--- config.mk ---
export PLATFORM = sky130hd
export DESIGN_NAME = nec_ir_frame_encoder
export DESIGN_NICKNAME = d
export VERILOG_FILES = /design/src/rtl/core/nec_enc_pkg.sv /design/src/rtl/core/nec_ir_frame_encoder.sv
export SDC_FILE = /design/constraint.sdc
export NUM_CORES = 1
export LEC_CHECK = 0
export ABC_AREA = 1
export BUFFER_PORTS_ARGS = -buffer_cell sky130_fd_sc_hd__buf_4
export CORE_MARGIN = 2
export CORE_UTILIZATION = 50
export CTS_BUF_LIST = sky130_fd_sc_hd__clkbuf_4 sky130_fd_sc_hd__clkbuf_8 sky130_fd_sc_hd__clkbuf_16
export CTS_CLUSTER_SIZE = 8
export DETAILED_ROUTE_END_ITERATION = 8
export HOLD_SLACK_MARGIN = 0.12
export PLACE_DENSITY = 0.67
export SLEW_MARGIN = 20
export SYNTH_ARGS = -nofsm -noshare
export SYNTH_HDL_FRONTEND = slang
export SYNTH_SLANG_ARGS = --single-unit
--- constraint.sdc ---
create_clock -name clk -period 5.66 [get_ports clk]
set_clock_uncertainty 0.2 [all_clocks]
set_input_delay 0.566 -clock clk [delete_from_list [all_inputs] [get_ports clk]]
set_output_delay 0.566 -clock clk [all_outputs]
set_load 0.03 [all_outputs]
--- src/rtl/core/nec_enc_pkg.sv ---
package nec_enc_pkg;

    localparam int DUR_W   = 16;   // duration and count width
    localparam int KHZ_W   = 10;   // carrier frequency register width
    localparam int IDX_W   = 3;    // configuration index width
    localparam int BYTE_W  = 8;
    localparam int FRAME_W = 4 * BYTE_W;
    localparam int PAIR_W  = 6;

    // Register indexes on the configuration port
    localparam logic [IDX_W-1:0] REG_CARRIER_KHZ  = 3'd0;
    localparam logic [IDX_W-1:0] REG_HEADER_MARK  = 3'd1;
    localparam logic [IDX_W-1:0] REG_HEADER_SPACE = 3'd2;
    localparam logic [IDX_W-1:0] REG_BIT_MARK     = 3'd3;
    localparam logic [IDX_W-1:0] REG_ZERO_SPACE   = 3'd4;
    localparam logic [IDX_W-1:0] REG_ONE_SPACE    = 3'd5;
    localparam logic [IDX_W-1:0] REG_STOP_MARK    = 3'd6;

    // Reset values
    localparam logic [KHZ_W-1:0] RST_CARRIER_KHZ  = 10'd38;
    localparam logic [DUR_W-1:0] RST_HEADER_MARK  = 16'd9000;
    localparam logic [DUR_W-1:0] RST_HEADER_SPACE = 16'd4474;
    localparam logic [DUR_W-1:0] RST_BIT_MARK     = 16'd560;
    localparam logic [DUR_W-1:0] RST_ZERO_SPACE   = 16'd534;
    localparam logic [DUR_W-1:0] RST_ONE_SPACE    = 16'd1664;
    localparam logic [DUR_W-1:0] RST_STOP_MARK    = 16'd560;

    // Carrier period is this over the frequency in kHz
    localparam logic [DUR_W-1:0] PERIOD_NUM = 16'd1000;

    // Pair positions within a frame
    localparam logic [PAIR_W-1:0] PAIR_HEADER    = 6'd0;
    localparam logic [PAIR_W-1:0] PAIR_LAST_DATA = 6'd32;
    localparam logic [PAIR_W-1:0] PAIR_STOP      = 6'd33;

    typedef struct packed {
        logic [BYTE_W-1:0] device_address;
        logic [BYTE_W-1:0] command_code;
    } nec_in_t;

    typedef struct packed {
        logic [DUR_W-1:0] mark_cycles;
        logic [DUR_W-1:0] space_cycles;
        logic             frame_end;
    } nec_out_t;

endpackage

--- src/rtl/core/nec_ir_frame_encoder.sv ---
// NEC infrared frame encoder.
// Input channel (in_valid / in_stall / in_data): one transfer carries an address
// byte and a command byte. The frame sent is address, ~address, command,
// ~command, each LSB first.
// Output channel (out_valid / out_stall / out_data): one transfer per mark/space
// pair, in carrier periods: header pair, 32 data pairs, then a stop pair with a
// zero space unless the stop mark is programmed to 0. frame_end flags the last.
// Configuration channel (cfg_valid / cfg_ready / cfg_index / cfg_data): always
// ready; indexes beyond the stop mark register are dropped. Write only when idle.
// Timing: a single restoring divider (one quotient bit a cycle) first forms the
// carrier period, then the six pair durations. After that, pairs follow one per
// cycle while the output is not stalled.
// in_stall stays high from acceptance until the last pair is in the output
// register. An out-of-range carrier yields no pairs: a zero carrier returns the
// block to idle at the load step, one above 1000 kHz after the period division.
// Output stall holds the pair register; the sequencer simply waits.
// Reset: registers take their default NEC timings (38 kHz), output is empty.
module nec_ir_frame_encoder (
    input  logic                                clk,
    input  logic                                rst_n,
    input  logic                                in_valid,
    output logic                                in_stall,
    input  nec_enc_pkg::nec_in_t                in_data,
    output logic                                out_valid,
    input  logic                                out_stall,
    output nec_enc_pkg::nec_out_t               out_data,
    input  logic                                cfg_valid,
    output logic                                cfg_ready,
    input  logic [nec_enc_pkg::IDX_W-1:0]       cfg_index,
    input  logic [nec_enc_pkg::DUR_W-1:0]       cfg_data
);

    localparam int DUR_W  = nec_enc_pkg::DUR_W;
    localparam int KHZ_W  = nec_enc_pkg::KHZ_W;
    localparam int STEP_W = $clog2(DUR_W);
    localparam int N_DUR  = 6;
    localparam int SEL_W  = 3;

    // Division slots: 0 is the carrier period, the rest are durations
    localparam logic [SEL_W-1:0] SEL_PERIOD = 3'd0;
    localparam logic [SEL_W-1:0] SEL_HM     = 3'd1;
    localparam logic [SEL_W-1:0] SEL_HS     = 3'd2;
    localparam logic [SEL_W-1:0] SEL_BM     = 3'd3;
    localparam logic [SEL_W-1:0] SEL_ZS     = 3'd4;
    localparam logic [SEL_W-1:0] SEL_OS     = 3'd5;
    localparam logic [SEL_W-1:0] SEL_SM     = 3'd6;

    // Slots in the duration store
    localparam int D_HM = 0;
    localparam int D_HS = 1;
    localparam int D_BM = 2;
    localparam int D_ZS = 3;
    localparam int D_OS = 4;
    localparam int D_SM = 5;

    typedef enum logic [1:0] {
        ST_IDLE,
        ST_LOAD,
        ST_DIV,
        ST_EMIT
    } state_t;

    // Configuration registers
    logic [KHZ_W-1:0] carrier_khz_reg;
    logic [DUR_W-1:0] header_mark_reg;
    logic [DUR_W-1:0] header_space_reg;
    logic [DUR_W-1:0] bit_mark_reg;
    logic [DUR_W-1:0] zero_space_reg;
    logic [DUR_W-1:0] one_space_reg;
    logic [DUR_W-1:0] stop_mark_reg;

    // Sequencer and datapath
    state_t                        state_reg;
    logic [SEL_W-1:0]              sel_reg;
    logic [STEP_W-1:0]             step_reg;
    logic [KHZ_W-1:0]              divisor_reg;
    logic [KHZ_W-1:0]              rem_reg;
    logic [DUR_W-1:0]              quo_reg;
    logic [KHZ_W-1:0]              period_reg;
    logic [DUR_W-1:0]              dur_reg [N_DUR];
    logic [nec_enc_pkg::FRAME_W-1:0] bits_reg;
    logic [nec_enc_pkg::PAIR_W-1:0]  pair_reg;
    logic                          out_valid_reg;
    nec_enc_pkg::nec_out_t         out_data_reg;

    // Divider step and operand selection
    logic [KHZ_W:0]   rem_shift;
    logic             rem_ge;
    logic [KHZ_W-1:0] rem_diff;
    logic [KHZ_W-1:0] rem_next;
    logic [DUR_W-1:0] quo_next;
    logic [DUR_W-1:0] dividend_sel;
    logic [KHZ_W-1:0] divisor_sel;
    logic             has_stop;
    logic [nec_enc_pkg::PAIR_W-1:0] last_pair;
    logic             out_free;
    nec_enc_pkg::nec_out_t pair_next;

    assign cfg_ready = 1'b1;
    assign in_stall  = (state_reg != ST_IDLE);
    assign out_valid = out_valid_reg;
    assign out_data  = out_data_reg;

    assign has_stop  = (stop_mark_reg != '0);
    assign last_pair = has_stop ? nec_enc_pkg::PAIR_STOP : nec_enc_pkg::PAIR_LAST_DATA;
    assign out_free  = !out_valid_reg || !out_stall;

    always_ff @(posedge clk or negedge rst_n)
    begin
        if (!rst_n)
        begin
            carrier_khz_reg  <= nec_enc_pkg::RST_CARRIER_KHZ;
            header_mark_reg  <= nec_enc_pkg::RST_HEADER_MARK;
            header_space_reg <= nec_enc_pkg::RST_HEADER_SPACE;
            bit_mark_reg     <= nec_enc_pkg::RST_BIT_MARK;
            zero_space_reg   <= nec_enc_pkg::RST_ZERO_SPACE;
            one_space_reg    <= nec_enc_pkg::RST_ONE_SPACE;
            stop_mark_reg    <= nec_enc_pkg::RST_STOP_MARK;
        end
        else if (cfg_valid && cfg_ready)
        begin
            case (cfg_index)
                nec_enc_pkg::REG_CARRIER_KHZ:  carrier_khz_reg  <= cfg_data[KHZ_W-1:0];
                nec_enc_pkg::REG_HEADER_MARK:  header_mark_reg  <= cfg_data;
                nec_enc_pkg::REG_HEADER_SPACE: header_space_reg <= cfg_data;
                nec_enc_pkg::REG_BIT_MARK:     bit_mark_reg     <= cfg_data;
                nec_enc_pkg::REG_ZERO_SPACE:   zero_space_reg   <= cfg_data;
                nec_enc_pkg::REG_ONE_SPACE:    one_space_reg    <= cfg_data;
                nec_enc_pkg::REG_STOP_MARK:    stop_mark_reg    <= cfg_data;
                default: ;
            endcase
        end
    end

    // Operands for the current division slot
    always_comb
    begin
        divisor_sel = period_reg;
        case (sel_reg)
            SEL_PERIOD:
            begin
                dividend_sel = nec_enc_pkg::PERIOD_NUM;
                divisor_sel  = carrier_khz_reg;
            end
            SEL_HM:  dividend_sel = header_mark_reg;
            SEL_HS:  dividend_sel = header_space_reg;
            SEL_BM:  dividend_sel = bit_mark_reg;
            SEL_ZS:  dividend_sel = zero_space_reg;
            SEL_OS:  dividend_sel = one_space_reg;
            SEL_SM:  dividend_sel = stop_mark_reg;
            default: dividend_sel = '0;
        endcase
    end

    // One restoring step: remainder always stays below the divisor
    assign rem_shift = {rem_reg, quo_reg[DUR_W-1]};
    assign rem_ge    = (rem_shift >= {1'b0, divisor_reg});
    assign rem_diff  = rem_shift[KHZ_W-1:0] - divisor_reg;
    assign rem_next  = rem_ge ? rem_diff : rem_shift[KHZ_W-1:0];
    assign quo_next  = {quo_reg[DUR_W-2:0], rem_ge};

    // Pair for the current position
    always_comb
    begin
        pair_next.frame_end = (pair_reg == last_pair);
        if (pair_reg == nec_enc_pkg::PAIR_HEADER)
        begin
            pair_next.mark_cycles  = dur_reg[D_HM];
            pair_next.space_cycles = dur_reg[D_HS];
        end
        else if (pair_reg == nec_enc_pkg::PAIR_STOP)
        begin
            pair_next.mark_cycles  = dur_reg[D_SM];
            pair_next.space_cycles = '0;
        end
        else
        begin
            pair_next.mark_cycles  = dur_reg[D_BM];
            pair_next.space_cycles = bits_reg[0] ? dur_reg[D_OS] : dur_reg[D_ZS];
        end
    end

    always_ff @(posedge clk or negedge rst_n)
    begin
        if (!rst_n)
        begin
            state_reg     <= ST_IDLE;
            sel_reg       <= SEL_PERIOD;
            step_reg      <= '0;
            pair_reg      <= '0;
            out_valid_reg <= 1'b0;
        end
        else
        begin
            // while emitting, the emit arm owns the output register
            if (out_valid_reg && !out_stall && state_reg != ST_EMIT)
                out_valid_reg <= 1'b0;

            case (state_reg)
                ST_IDLE:
                begin
                    if (in_valid)
                    begin
                        bits_reg  <= {~in_data.command_code, in_data.command_code,
                                      ~in_data.device_address, in_data.device_address};
                        sel_reg   <= SEL_PERIOD;
                        state_reg <= ST_LOAD;
                    end
                end
                ST_LOAD:
                begin
                    quo_reg     <= dividend_sel;
                    divisor_reg <= divisor_sel;
                    rem_reg     <= '0;
                    step_reg    <= '0;
                    state_reg   <= (divisor_sel == '0) ? ST_IDLE : ST_DIV;
                end
                ST_DIV:
                begin
                    rem_reg  <= rem_next;
                    quo_reg  <= quo_next;
                    step_reg <= step_reg + 1'b1;
                    if (step_reg == STEP_W'(DUR_W - 1))
                    begin
                        if (sel_reg == SEL_PERIOD)
                        begin
                            period_reg <= quo_next[KHZ_W-1:0];
                            // khz above 1000 gives a zero period: no frame
                            state_reg  <= (quo_next == '0) ? ST_IDLE : ST_LOAD;
                        end
                        else
                        begin
                            dur_reg[sel_reg - 1'b1] <= quo_next;
                            state_reg <= (sel_reg == SEL_SM) ? ST_EMIT : ST_LOAD;
                        end
                        sel_reg  <= sel_reg + 1'b1;
                        pair_reg <= nec_enc_pkg::PAIR_HEADER;
                    end
                end
                ST_EMIT:
                begin
                    if (out_free)
                    begin
                        out_valid_reg <= 1'b1;
                        out_data_reg  <= pair_next;
                        pair_reg      <= pair_reg + 1'b1;
                        if (pair_reg != nec_enc_pkg::PAIR_HEADER)
                            bits_reg <= bits_reg >> 1;
                        if (pair_reg == last_pair)
                            state_reg <= ST_IDLE;
                    end
                end
                default: state_reg <= ST_IDLE;
            endcase
        end
    end

endmodule
==> results of run 1 <==
[cells in the final DEF (no fill, tap or decap), drive strengths merged, types with 5 or more instances in the layout]
cell | synthesis | layout
inv | 146 | 146
dlygate4sd3 | 0 | 9
nand2 | 376 | 376
ha | 25 | 25
dfstp | 28 | 28
nor2 | 75 | 75
edfxtp | 207 | 207
buf | 18 | 89
nand3 | 35 | 35
a21oi | 16 | 16
clkbuf | 40 | 76
a221oi | 7 | 7
nor3 | 14 | 14
a31oi | 16 | 16
o2111ai | 16 | 16
nand4 | 9 | 9
o21ai | 165 | 165
o21a | 16 | 16
dfrtp | 94 | 94
xor2 | 5 | 5
a22o | 9 | 9
[what timing repair did]
| action | CTS | global route |
|---|---|---|
| setup buffers | 0 | 0 |
| endpoints found under the hold margin | 64 | 3 |
| hold buffers | 6 | 3 |
[worst max-delay path: stages, from the launching register on]
cell and delay, ns:
dfrtp_1 0.41, inv_1 0.12, ha_1 0.65, inv_1 0.63, nor2_1 0.33, inv_1 0.12, nor3_1 0.30, nand2_1 0.17
nor2_1 0.14, buf_4 0.28
[layout make-up]
| class | instances | area (µm²) | area share (%) |
|---|---|---|---|
| clock buffer | 76 | 1430 | 8.63 |
| clock inverter | 1 | 8.76 | 0.0529 |
| inverter | 146 | 553 | 3.34 |
| multi-input combinational | 806 | 4020 | 24.3 |
| sequential | 329 | 9300 | 56.2 |
| tap | 378 | 473 | 2.86 |
| timing repair buffer | 98 | 762 | 4.60 |
[routing by layer]
metal  vias up  wire length (µm)  GRT usage [%]
met5         -                 0              0
met4         0               580           5.74
met3        47              1690           4.12
met2       269             14600           35.4
met1      4633             13700           29.2
li1       4679                 -              -
[where the power goes]
group	internal, mW	leakage [nW]	total, mW	switching [mW]
clock	1.71	0.732	2.67	0.965
combinational	0.368	2.97	1.09	0.727
sequential	3.03	3.36	3.26	0.231
[cells in the mapped netlist]
cell type,number
buf_6,5
dfrtp_1,94
a211oi_1,2
conb_1,1
nand3b_1,3
fa_1,1
clkbuf_1,40
o31ai_1,3
inv_1,141
a22o_1,9
nand2_8,1
nand3_2,2
nor3_2,1
o21bai_1,2
nor2_1,73
a21oi_2,1
o22ai_1,2
nor2_4,2
or2_2,2
inv_6,1
nor3_1,13
nand2_1,370
dfstp_2,28
nand2_2,4
nand3_1,33
o21ai_1,4
and2_4,1
nand4_1,9
buf_2,12
a31oi_1,16
xor2_1,5
xnor2_1,3
edfxtp_1,207
o21ai_0,160
buf_4,1
nor3b_1,2
inv_2,4
ha_1,25
o21a_1,16
o21ai_2,1
a21oi_1,15
o2111ai_1,16
a221oi_1,7
nand2_4,1
[worst min-delay path by stage]
stage,from,cells after the start,end,slack (ns)
2_1_floorplan,rst_n,0,bit_mark_reg[0]$_DFFE_PN0P_,0.07
3_3_place_gp,zero_space_reg[3]$_DFFE_PN0P_,2,zero_space_reg[3]$_DFFE_PN0P_,0.27
3_5_place_dp,header_space_reg[0]$_DFFE_PN0P_,2,header_space_reg[0]$_DFFE_PN0P_,0.27
4_1_cts,in_data[8],3,bits_reg[0]$_DFFE_PP_,0.12
5_1_grt,in_data[12],3,bits_reg[4]$_DFFE_PP_,0.12
6_report,in_data[8],3,bits_reg[0]$_DFFE_PP_,0.12
[cell families (layout without fill, tap and decap cells)]
family	after synthesis	count (layout)
compound gates	254	254
xor+xnor	8	8
fa+ha+maj	26	26
buf+inv	204	321
flops	329	329
other cells	1	1
simple gates	517	517
==> impl_results.md, run 1 <==
- DRT iter0 DRCs: between 700 and 800
- Synth unique cells: 44
- Post-layout util: 59.6%
- Hold Path Class: input port to flip-flop
- Post-synth top area cell: edfxtp_1
- DR WL/cell: 16.7 µm
- FILL cells: approximately 2300
- Synth top area cells: edfxtp_1 (44%), dfrtp_1 (17%), nand2_1 (9.8%), o21ai_0 (5.7%), dfstp_2 (5.2%)
- I/O Buffers: 74
- Drt pass-1 iters: 7
- Max FFs per register: 96
- Placed Cells: 1747
- TNS Setup: 0 ns
- Via total after detailed routing: 9628
- Initial antenna violation count: 0
- Worst r2r src: state_reg[0]$_DFFE_PN0P_
- Clk Latency, worst-skew pair: between 0.5 and 0.6 ns
- Placed Area: 0.0150 mm²
- Critical Path Sink Type: flip-flop
- Root Buffer: clkbuf_16
- Initial Util: about half
- Final Net Count: between 1000 and 1500
- Data required time at the worst endpoint: ~5.7 ns
- Clock Pin Slew Worst Setup and Hold Paths: around 0.050 ns
- GRT Total Usage: a little over a fifth
- Largest net degree at the start of global routing: 79
- Endpoints failing setup: 0
- Post-synthesis mux area share: 0%
- Post-layout min period: 3.67 ns
- Synth Area in Compound Gates: about a tenth
- YS warnings: 0
- Post_cts resized: 0
- Die area: between 0.02 and 0.03 mm²
- Final Instance Area: approximately 0.017 mm²
- Largest family of logic cells by synthesized area: simple AND/OR/NAND/NOR gates
- Mapped Nets: 1405
- Reg-to-reg slack, setup: 1.99 ns
- CP Capture Point: dur_reg[1][2]$_DFFE_PP_
- Post-route setup slack: about 2 ns
- Synth Area in Adders: 2.35%
- Synthesized area per cell: ~11 µm²
- CP Class: flip-flop to flip-flop
- Simple-gate portion of the synthesized area: roughly 15%
- Die Wd: 172 µm
- Cts bufs inserted: 47
- Hold_ws: between 0.1 and 0.15 ns
- Fmax achieved: about 270 MHz
- Area Growth Syn to Fin: 17.1%
- CTS tree: yes
- Max Slew Vio Count: 0
- Clk sink count: 329
- Slew headroom: approximately 28%
- Core box area: approximately 0.028 mm²
- Crit path from: state_reg[0]$_DFFE_PN0P_
- Outcome: finished clean
- DRC: 0
- Antenna cells: 0
- Lkg Pwr: slightly above 7 nW
- Global-route wire length before repair: ~49 mm
- Io pins: between 70 and 80
- Via density: ~5.2
- RSZ-0062 raised after global routing: false
- Seq/Total Area, Yosys: between 60% and 70%
- Crit Path Max Fanout: 32
- Length in cells of the worst reg-to-reg path: 9
- Worst Tran Pin Value: approximately 1.1 ns
- Htree depth: 2
- Tcrit/Tclk final: around 65%
- Layout cells sized above 1: between 10% and 20%
- Synthesized cell area: 0.0141 mm²
- Synth Instances: 1339
- Non-Filler Instances: roughly 1800
- Placer congestion estimate: around 0.8
- Number of synthesized register bits: 329
- Worst VDD drop: 237 µV
- Hold Fails Final Rpt: 0
- Xor/xnor cell area share of the yosys netlist: less than 1%
- Dpl hpwl: ~19 mm
- Area fraction of the dominant cell type after synthesis: ~44%
- Cell Rows: 61
- Final ANT Viol Nets: 0
- Via count of the first global-routing pass: just over 9000
- Crit path launch type: flip-flop
- RR Endpoint: dur_reg[1][2]$_DFFE_PP_
- Total power: ~7 mW
- PD cells: 424 mW/mm²
- Grt total ovfl: 0
- Max_cap viols: 0
- Clk buf depth: 3
- Post-Route WL: between 30 and 40 mm
- CP Data Arrival Time: between 3 and 4 ns
- Die height: 172 µm
- Setup WS pre-CTS: roughly 2.0 ns
Note: power is estimated with default switching activity, not from simulation.
==> inputs of run 2 (changes only) <==
==> constraint.sdc (replaced) <==
create_clock -name clk -period 3.8 [get_ports clk]
set_clock_uncertainty 0.2 [all_clocks]
set_input_delay 0.38 -clock clk [delete_from_list [all_inputs] [get_ports clk]]
set_output_delay 0.38 -clock clk [all_outputs]
set_load 0.03 [all_outputs]
==> run 2 against run 1 <==
Effect of this change:
- via count is 1.3% higher
- clock-buffer cell count grew 8
- largest cell class unchanged
- global-route usage barely moved
- worst setup slack got worse by 1.0 ns
- fmax is 30% higher
- critical path depth down 1
- combinational power rose by 52%
- largest power group unchanged
- worst hold slack improved by 0.041 ns
- flip-flop and latch count unchanged
- first-iteration DRC count is 8.0% lower
- sequential power increased by 49%
==> impl_results.md, run 2 (same netlist as run 1, synthesis figures left out) <==
- Htree depth: 2 (unchanged)
- Post-layout min period: 2.82 ns (-0.843 ns)
- Slew headroom: 29.2% (+1.6 points)
- DR WL/cell: 16.3 µm (-2.1%)
- Io pins: 76 (unchanged)
- Max_cap viols: 0 (unchanged)
- Largest net degree at the start of global routing: 89 (+13%)
- Slowest stage delay, CP: 0.46 ns (-0.19 ns)
- Crit Path Max Fanout: 12 (-63%)
- Placed Area: 0.0150 mm² (+0.19%)
- Via total after detailed routing: 9749 (+1.3%)
- Cts bufs inserted: 47 (unchanged)
- Slowest CP cell: ha_1
- I/O Buffers: 74 (unchanged)
- Worst Tran Pin Value: 1.06 ns (-0.0260 ns)
- Area Growth Syn to Fin: 19.7%
- Most frequent cells in the layout: nand2_1 (368), edfxtp_1 (207), o21ai_0 (160)
- Root Buffer: clkbuf_16
- CP Data Arrival Time: 2.88 ns (-0.80 ns)
- Die height: 172 µm (unchanged)
- Endpoints failing setup: 0 (unchanged)
- Clk Latency, worst-skew pair: 0.55 ns (about the same)
- Cell Rows: 61 (unchanged)
- Worst VDD drop: 372 µV (+57%)
- Lkg Pwr: 7.23 nW (+2.4%)
- Total power: 10.6 mW (+51%)
- Die area: 0.0296 mm² (unchanged)
- Via density: 5.21 (-0.85%)
- Clk buf depth: 3 (unchanged)
- CP Class: flip-flop to flip-flop
- RSZ-0062 raised after global routing: false
- Max FFs per register: 96 (unchanged)
- Dpl hpwl: 18.7 mm (-2.8%)
- Post_cts resized: 0 (unchanged)
- TNS Setup: 0 ns (unchanged)
- Placer congestion estimate: 0.863 (+4.8%)
- Final ANT Viol Nets: 0 (unchanged)
- Data required time at the worst endpoint: 3.86 ns (-1.81 ns)
- Antenna cells: 0 (unchanged)
- Crit path launch type: flip-flop
- CP cell instances: inv_1, ha_1, nand2_2, inv_1, nand2_1, nand4_1, o21ai_0, o21ai_0
- Core box area: 0.0278 mm² (unchanged)
- Clk sink count: 329 (unchanged)
- Bufs and invs on worst path: 2 (-2)
- DRC: 0 (unchanged)
- FILL cells: 2322 (+0.26%)
- Drt pass-1 iters: 7 (unchanged)
- Layout cells sized above 1: 15.5% (+0.55 points)
- Outcome: finished clean
- Clock Pin Slew Worst Setup and Hold Paths: 0.05 ns (about the same)
- CTS tree: yes
- Die Wd: 172 µm (unchanged)
- PD cells: 627 mW/mm² (+48%)
- Grt total ovfl: 0 (unchanged)
- Global-route wire length before repair: 49.0 mm (-0.22%)
- Final Net Count: 1523 (+1.9%)
- Delay-heaviest family, CP: buffers and inverters
- Final Instance Area: 0.0169 mm² (+2.2%)
- GRT Total Usage: 21.4% (about the same)
- Post-Route WL: 30.6 mm (about the same)
- Tcrit/Tclk final: 74.3% (+9.5 points)
- Hold_ws: 0.165 ns (+0.0405 ns)
- DRT iter0 DRCs: 724 (-8.0%)
- Max Slew Vio Count: 0 (unchanged)
- Initial antenna violation count: 0 (unchanged)
- Fmax achieved: 354 MHz (+30%)
- Via count of the first global-routing pass: 9365 (+0.12%)
- Commonest non-fill, non-tap cell in the layout: nand2_1
- Hold Path Class: input port to async pin
- Hold Fails Final Rpt: 0 (unchanged)
- Initial Util: 50.9% (unchanged)
- Setup bufs post-CTS: 0 (unchanged)
- Critical Path Sink Type: flip-flop
run 2: cell count changes in the layout (fill, tap and decap cells not counted), sizes merged:
cell	delta
dlygate4sd3	+26
clkbuf	+8
buf	+3
clkinv	+1
inv	+1
run 2: final cells by class:
type | instances | area (µm²) | share of cell area, %
Sequential cell | 329 | 9300 | 55.0
Tap cell | 378 | 473 | 2.80
Clock inverter | 3 | 33.8 | 0.200
Inverter | 146 | 553 | 3.27
Clock buffer | 84 | 1470 | 8.70
Timing Repair Buffer | 127 | 1050 | 6.22
Multi-Input combinational cell | 806 | 4030 | 23.8
run 2: where the power goes:
part / internal [mW] / switching (mW)
logic: 0.575 / 1.08
registers: 4.50 / 0.343
clock network: 2.61 / 1.49
run 2: metal layers:
metal	GRT usage (%)	up-vias	part of all wire, %
met5	0	-	0
met4	8.48	0	3.2
met3	3.87	70	5.8
met2	34.4	279	46
met1	29.1	4649	45
li1	-	4751	-
run 2: worst reg2reg max path: cells and delay by family, from the launching register on:
kind / cells / cell delay [ns]
AOI/OAI and AO/OA: 2 / 0.38
adders and majority gates: 1 / 0.47
buffers and inverters: 2 / 0.64
DFF: 1 / 0.41
and+or+nand+nor: 3 / 0.45
run 2: worst paths after layout:
kind	endpoint	from	slack (ns)	depth (start not counted)
min in group clk	bit_mark_reg[4]$_DFFE_PN1P_	cfg_index[1]	0.21	5
worst max-delay path	quo_reg[15]$_DFFE_PP_	sel_reg[0]$_DFFE_PN0P_	0.98	8
worst min register to register	carrier_khz_reg[7]$_DFFE_PN0P_	carrier_khz_reg[7]$_DFFE_PN0P_	0.28	2
worst max register to register	quo_reg[15]$_DFFE_PP_	sel_reg[0]$_DFFE_PN0P_	0.98	8
max in group asynchronous	carrier_khz_reg[6]$_DFFE_PN0P_	rst_n	2.06	3
worst min-delay path	header_mark_reg[1]$_DFFE_PN0P_	rst_n	0.16	2
run 2: through the flow:
step	utilization (%)	cells	worst slack, ns
finish	60.9	1873	0.977
global route	60.9	1873	0.823
CTS	60.8	1872	1.02
detailed placement	54.1	1750	1.03
global placement	54.1	1750	1.06
floorplan	-	1339	0.581
run 2: timing repair:
item | CTS | global route
endpoints found under the hold margin | 174 | 0
hold buffers | 35 | 0
endpoints found under the setup margin | 0 | 0
==> inputs of run 3 (changes only) <==
==> constraint.sdc (replaced) <==
create_clock -name clk -period 2.9 [get_ports clk]
set_clock_uncertainty 0.2 [all_clocks]
set_input_delay 0.29 -clock clk [delete_from_list [all_inputs] [get_ports clk]]
set_output_delay 0.29 -clock clk [all_outputs]
set_load 0.03 [all_outputs]
==> run 3 against run 2 <==
Effect of this change:
- flip-flop and latch count stayed put
- critical endpoint unchanged
- wire length is 2.0% higher
- power is 31% higher
- cell area is 0.12% higher
- critical path type unchanged
- critical path depth stayed put
==> impl_results.md, run 3 (same netlist as run 1, synthesis figures left out) <==
- Tcrit/Tclk final: 94.0% (+20 points)
- Outcome: finished clean
- Clk buf depth: 3 (unchanged)
- Initial Util: 50.9% (unchanged)
- I/O Buffers: 74 (unchanged)
- Io pins: 76 (unchanged)
- Post-layout util: 61.0% (+0.072 points)
- Clk sink count: 329 (unchanged)
- Cts bufs inserted: 47 (unchanged)
- Delay-heaviest family, CP: compound AO/OA/AOI/OAI gates
- Initial antenna violation count: 0 (unchanged)
- Slew headroom: 28.4% (-0.79 points)
- Most frequent CP cell: o21ai_0
- CP Class: flip-flop to flip-flop
- Critical Path Sink Type: flip-flop
- Final ANT Viol Nets: 0 (unchanged)
- Final Net Count: 1531 (+0.53%)
- Worst Hold Launch: cfg_index[2]
- Data required time at the worst endpoint: 2.91 ns (-0.95 ns)
- PD cells: 818 mW/mm² (+30%)
- Worst r2r src: sel_reg[0]$_DFFE_PN0P_
- Crit Path Max Fanout: 12 (unchanged)
- CP Data Arrival Time: 2.73 ns (-0.15 ns)
- RSZ-0062 raised after global routing: false
- Die area: 0.0296 mm² (unchanged)
- Global-route wire length before repair: 50.1 mm (+2.4%)
- Bufs and invs on worst path: 2 (unchanged)
- Core box area: 0.0278 mm² (unchanged)
- Crit path launch type: flip-flop
- Cell Rows: 61 (unchanged)
- Post-layout min period: 2.73 ns (-0.0974 ns)
- Most frequent cells in the layout: nand2_1 (370), edfxtp_1 (207), o21ai_0 (160)
- CP cell instances: inv_1, ha_1, nand2_2, clkinvlp_4, nand2_1, nand4_1, o21ai_0, o21ai_0
- Max FFs per register: 96 (unchanged)
- Area Growth Syn to Fin: 19.8%
- Dpl hpwl: 19.7 mm (+5.3%)
- Placer congestion estimate: 0.854 (-1.0%)
- Clk Latency, worst-skew pair: 0.54 ns (about the same)
- Max Slew Vio Count: 0 (unchanged)
- Die height: 172 µm (unchanged)
- TNS Setup: 0 ns (unchanged)
- Hold Fails Final Rpt: 0 (unchanged)
- Worst VDD drop: 505 µV (+36%)
- Max_cap viols: 0 (unchanged)
- Hold Path Class: input port to flip-flop
- Total power: 13.9 mW (+31%)
- Die Wd: 172 µm (unchanged)
- DRT iter0 DRCs: 940 (+30%)
- Fmax achieved: 367 MHz (+3.6%)
- Slowest CP cell: dfrtp_1
- Endpoints failing setup: 0 (unchanged)
- Commonest non-fill, non-tap cell in the layout: nand2_1
- Htree depth: 2 (unchanged)
- DR WL/cell: 16.6 µm (+1.9%)
- Antenna cells: 0 (unchanged)
- Crit path from: sel_reg[0]$_DFFE_PN0P_
- Via density: 5.23 (+0.48%)
- CTS tree: yes
- Slowest stage delay, CP: 0.40 ns (-0.06 ns)
- Grt total ovfl: 0 (unchanged)
- DRC: 0 (unchanged)
- Worst Tran Pin Value: 1.07 ns (+0.0144 ns)
- GRT Total Usage: 21.9% (+0.48 points)
- Largest net degree at the start of global routing: 65 (-27%)
- Via count of the first global-routing pass: 9431 (+0.70%)
- Drt pass-1 iters: 5 (-2)
- Root Buffer: clkbuf_16
- Layout cells sized above 1: 15.2% (-0.28 points)
- Via total after detailed routing: 9801 (+0.53%)
- Lkg Pwr: 7.22 nW (-0.12%)
- Post-Route WL: 31.2 mm (+2.0%)
- Clock Pin Slew Worst Setup and Hold Paths: 0.05 ns (about the same)
[run 3: cell count changes in the layout (fill, tap and decap cells not counted), moves of 2 or more]
| cell | before | now |
|---|---|---|
| clkbuf_4 | 36 | 28 |
| buf_4 | 90 | 97 |
| dlygate4sd3_1 | 35 | 38 |
| nand2_1 | 368 | 370 |
| nand2_2 | 6 | 4 |
[run 3: worst paths after layout]
path,end,slack (ns),cells after the start
worst min register to register,carrier_khz_reg[3]$_DFFE_PN0P_,0.28,2
worst min-delay path,one_space_reg[9]$_DFFE_PN1P_,0.22,7
worst max-delay path,quo_reg[15]$_DFFE_PP_,0.17,8
min in group asynchronous,stop_mark_reg[2]$_DFFE_PN0P_,0.30,3
worst max register to register,quo_reg[15]$_DFFE_PP_,0.17,8
max in group asynchronous,state_reg[1]$_DFFE_PN0P_,1.33,3
[run 3: per-layer routing]
metal	routed length [µm]	GRT usage, %	vias to the layer above
met1	14300	31.6	4663
met3	2070	3.23	51
met4	623	5.96	0
met5	0	0	-
met2	14100	34.9	325
li1	-	-	4762
[run 3: where the power goes]
| group | internal (mW) | total (mW) | switching [mW] |
|---|---|---|---|
| clock | 3.39 | 5.26 | 1.87 |
| combinational | 0.765 | 2.21 | 1.45 |
| sequential | 5.90 | 6.39 | 0.486 |
[run 3: repair_timing]
item | in CTS | in global routing
setup endpoints to repair | 0 | 1
endpoints found under the hold margin | 236 | 0
hold buffers | 38 | 0
resized for setup | 0 | 1
setup buffers | 0 | 0
[run 3: stage by stage]
step                setup slack (ns)  hold WS, ns  std cells  cell area (µm²)
floorplan                     0.0825       -0.206       1339            14200
detailed placement             0.243      -0.0268       1756            15100
CTS                            0.196        0.204       1874            16900
global route                  0.0195        0.268       1874            16900
global placement               0.290      -0.0226       1756            15100
finish                         0.175        0.223       1874            16900
[run 3: worst reg2reg max path, cell delays in order (launching register included)]
cell	delay (ns)
dfrtp_1	0.40
inv_1	0.16
ha_1	0.38
nand2_2	0.24
clkinvlp_4	0.31
nand2_1	0.13
nand4_1	0.09
o21ai_0	0.23
o21ai_0	0.25
[run 3: area by class of cell]
type	count	area, µm²
fill	2318	10800
sequential	329	9300
inverter	146	557
timing repair buffer	135	1110
clock buffer	76	1410
clock inverter	4	58.8
tap	378	473
multi-input combinational	806	4030
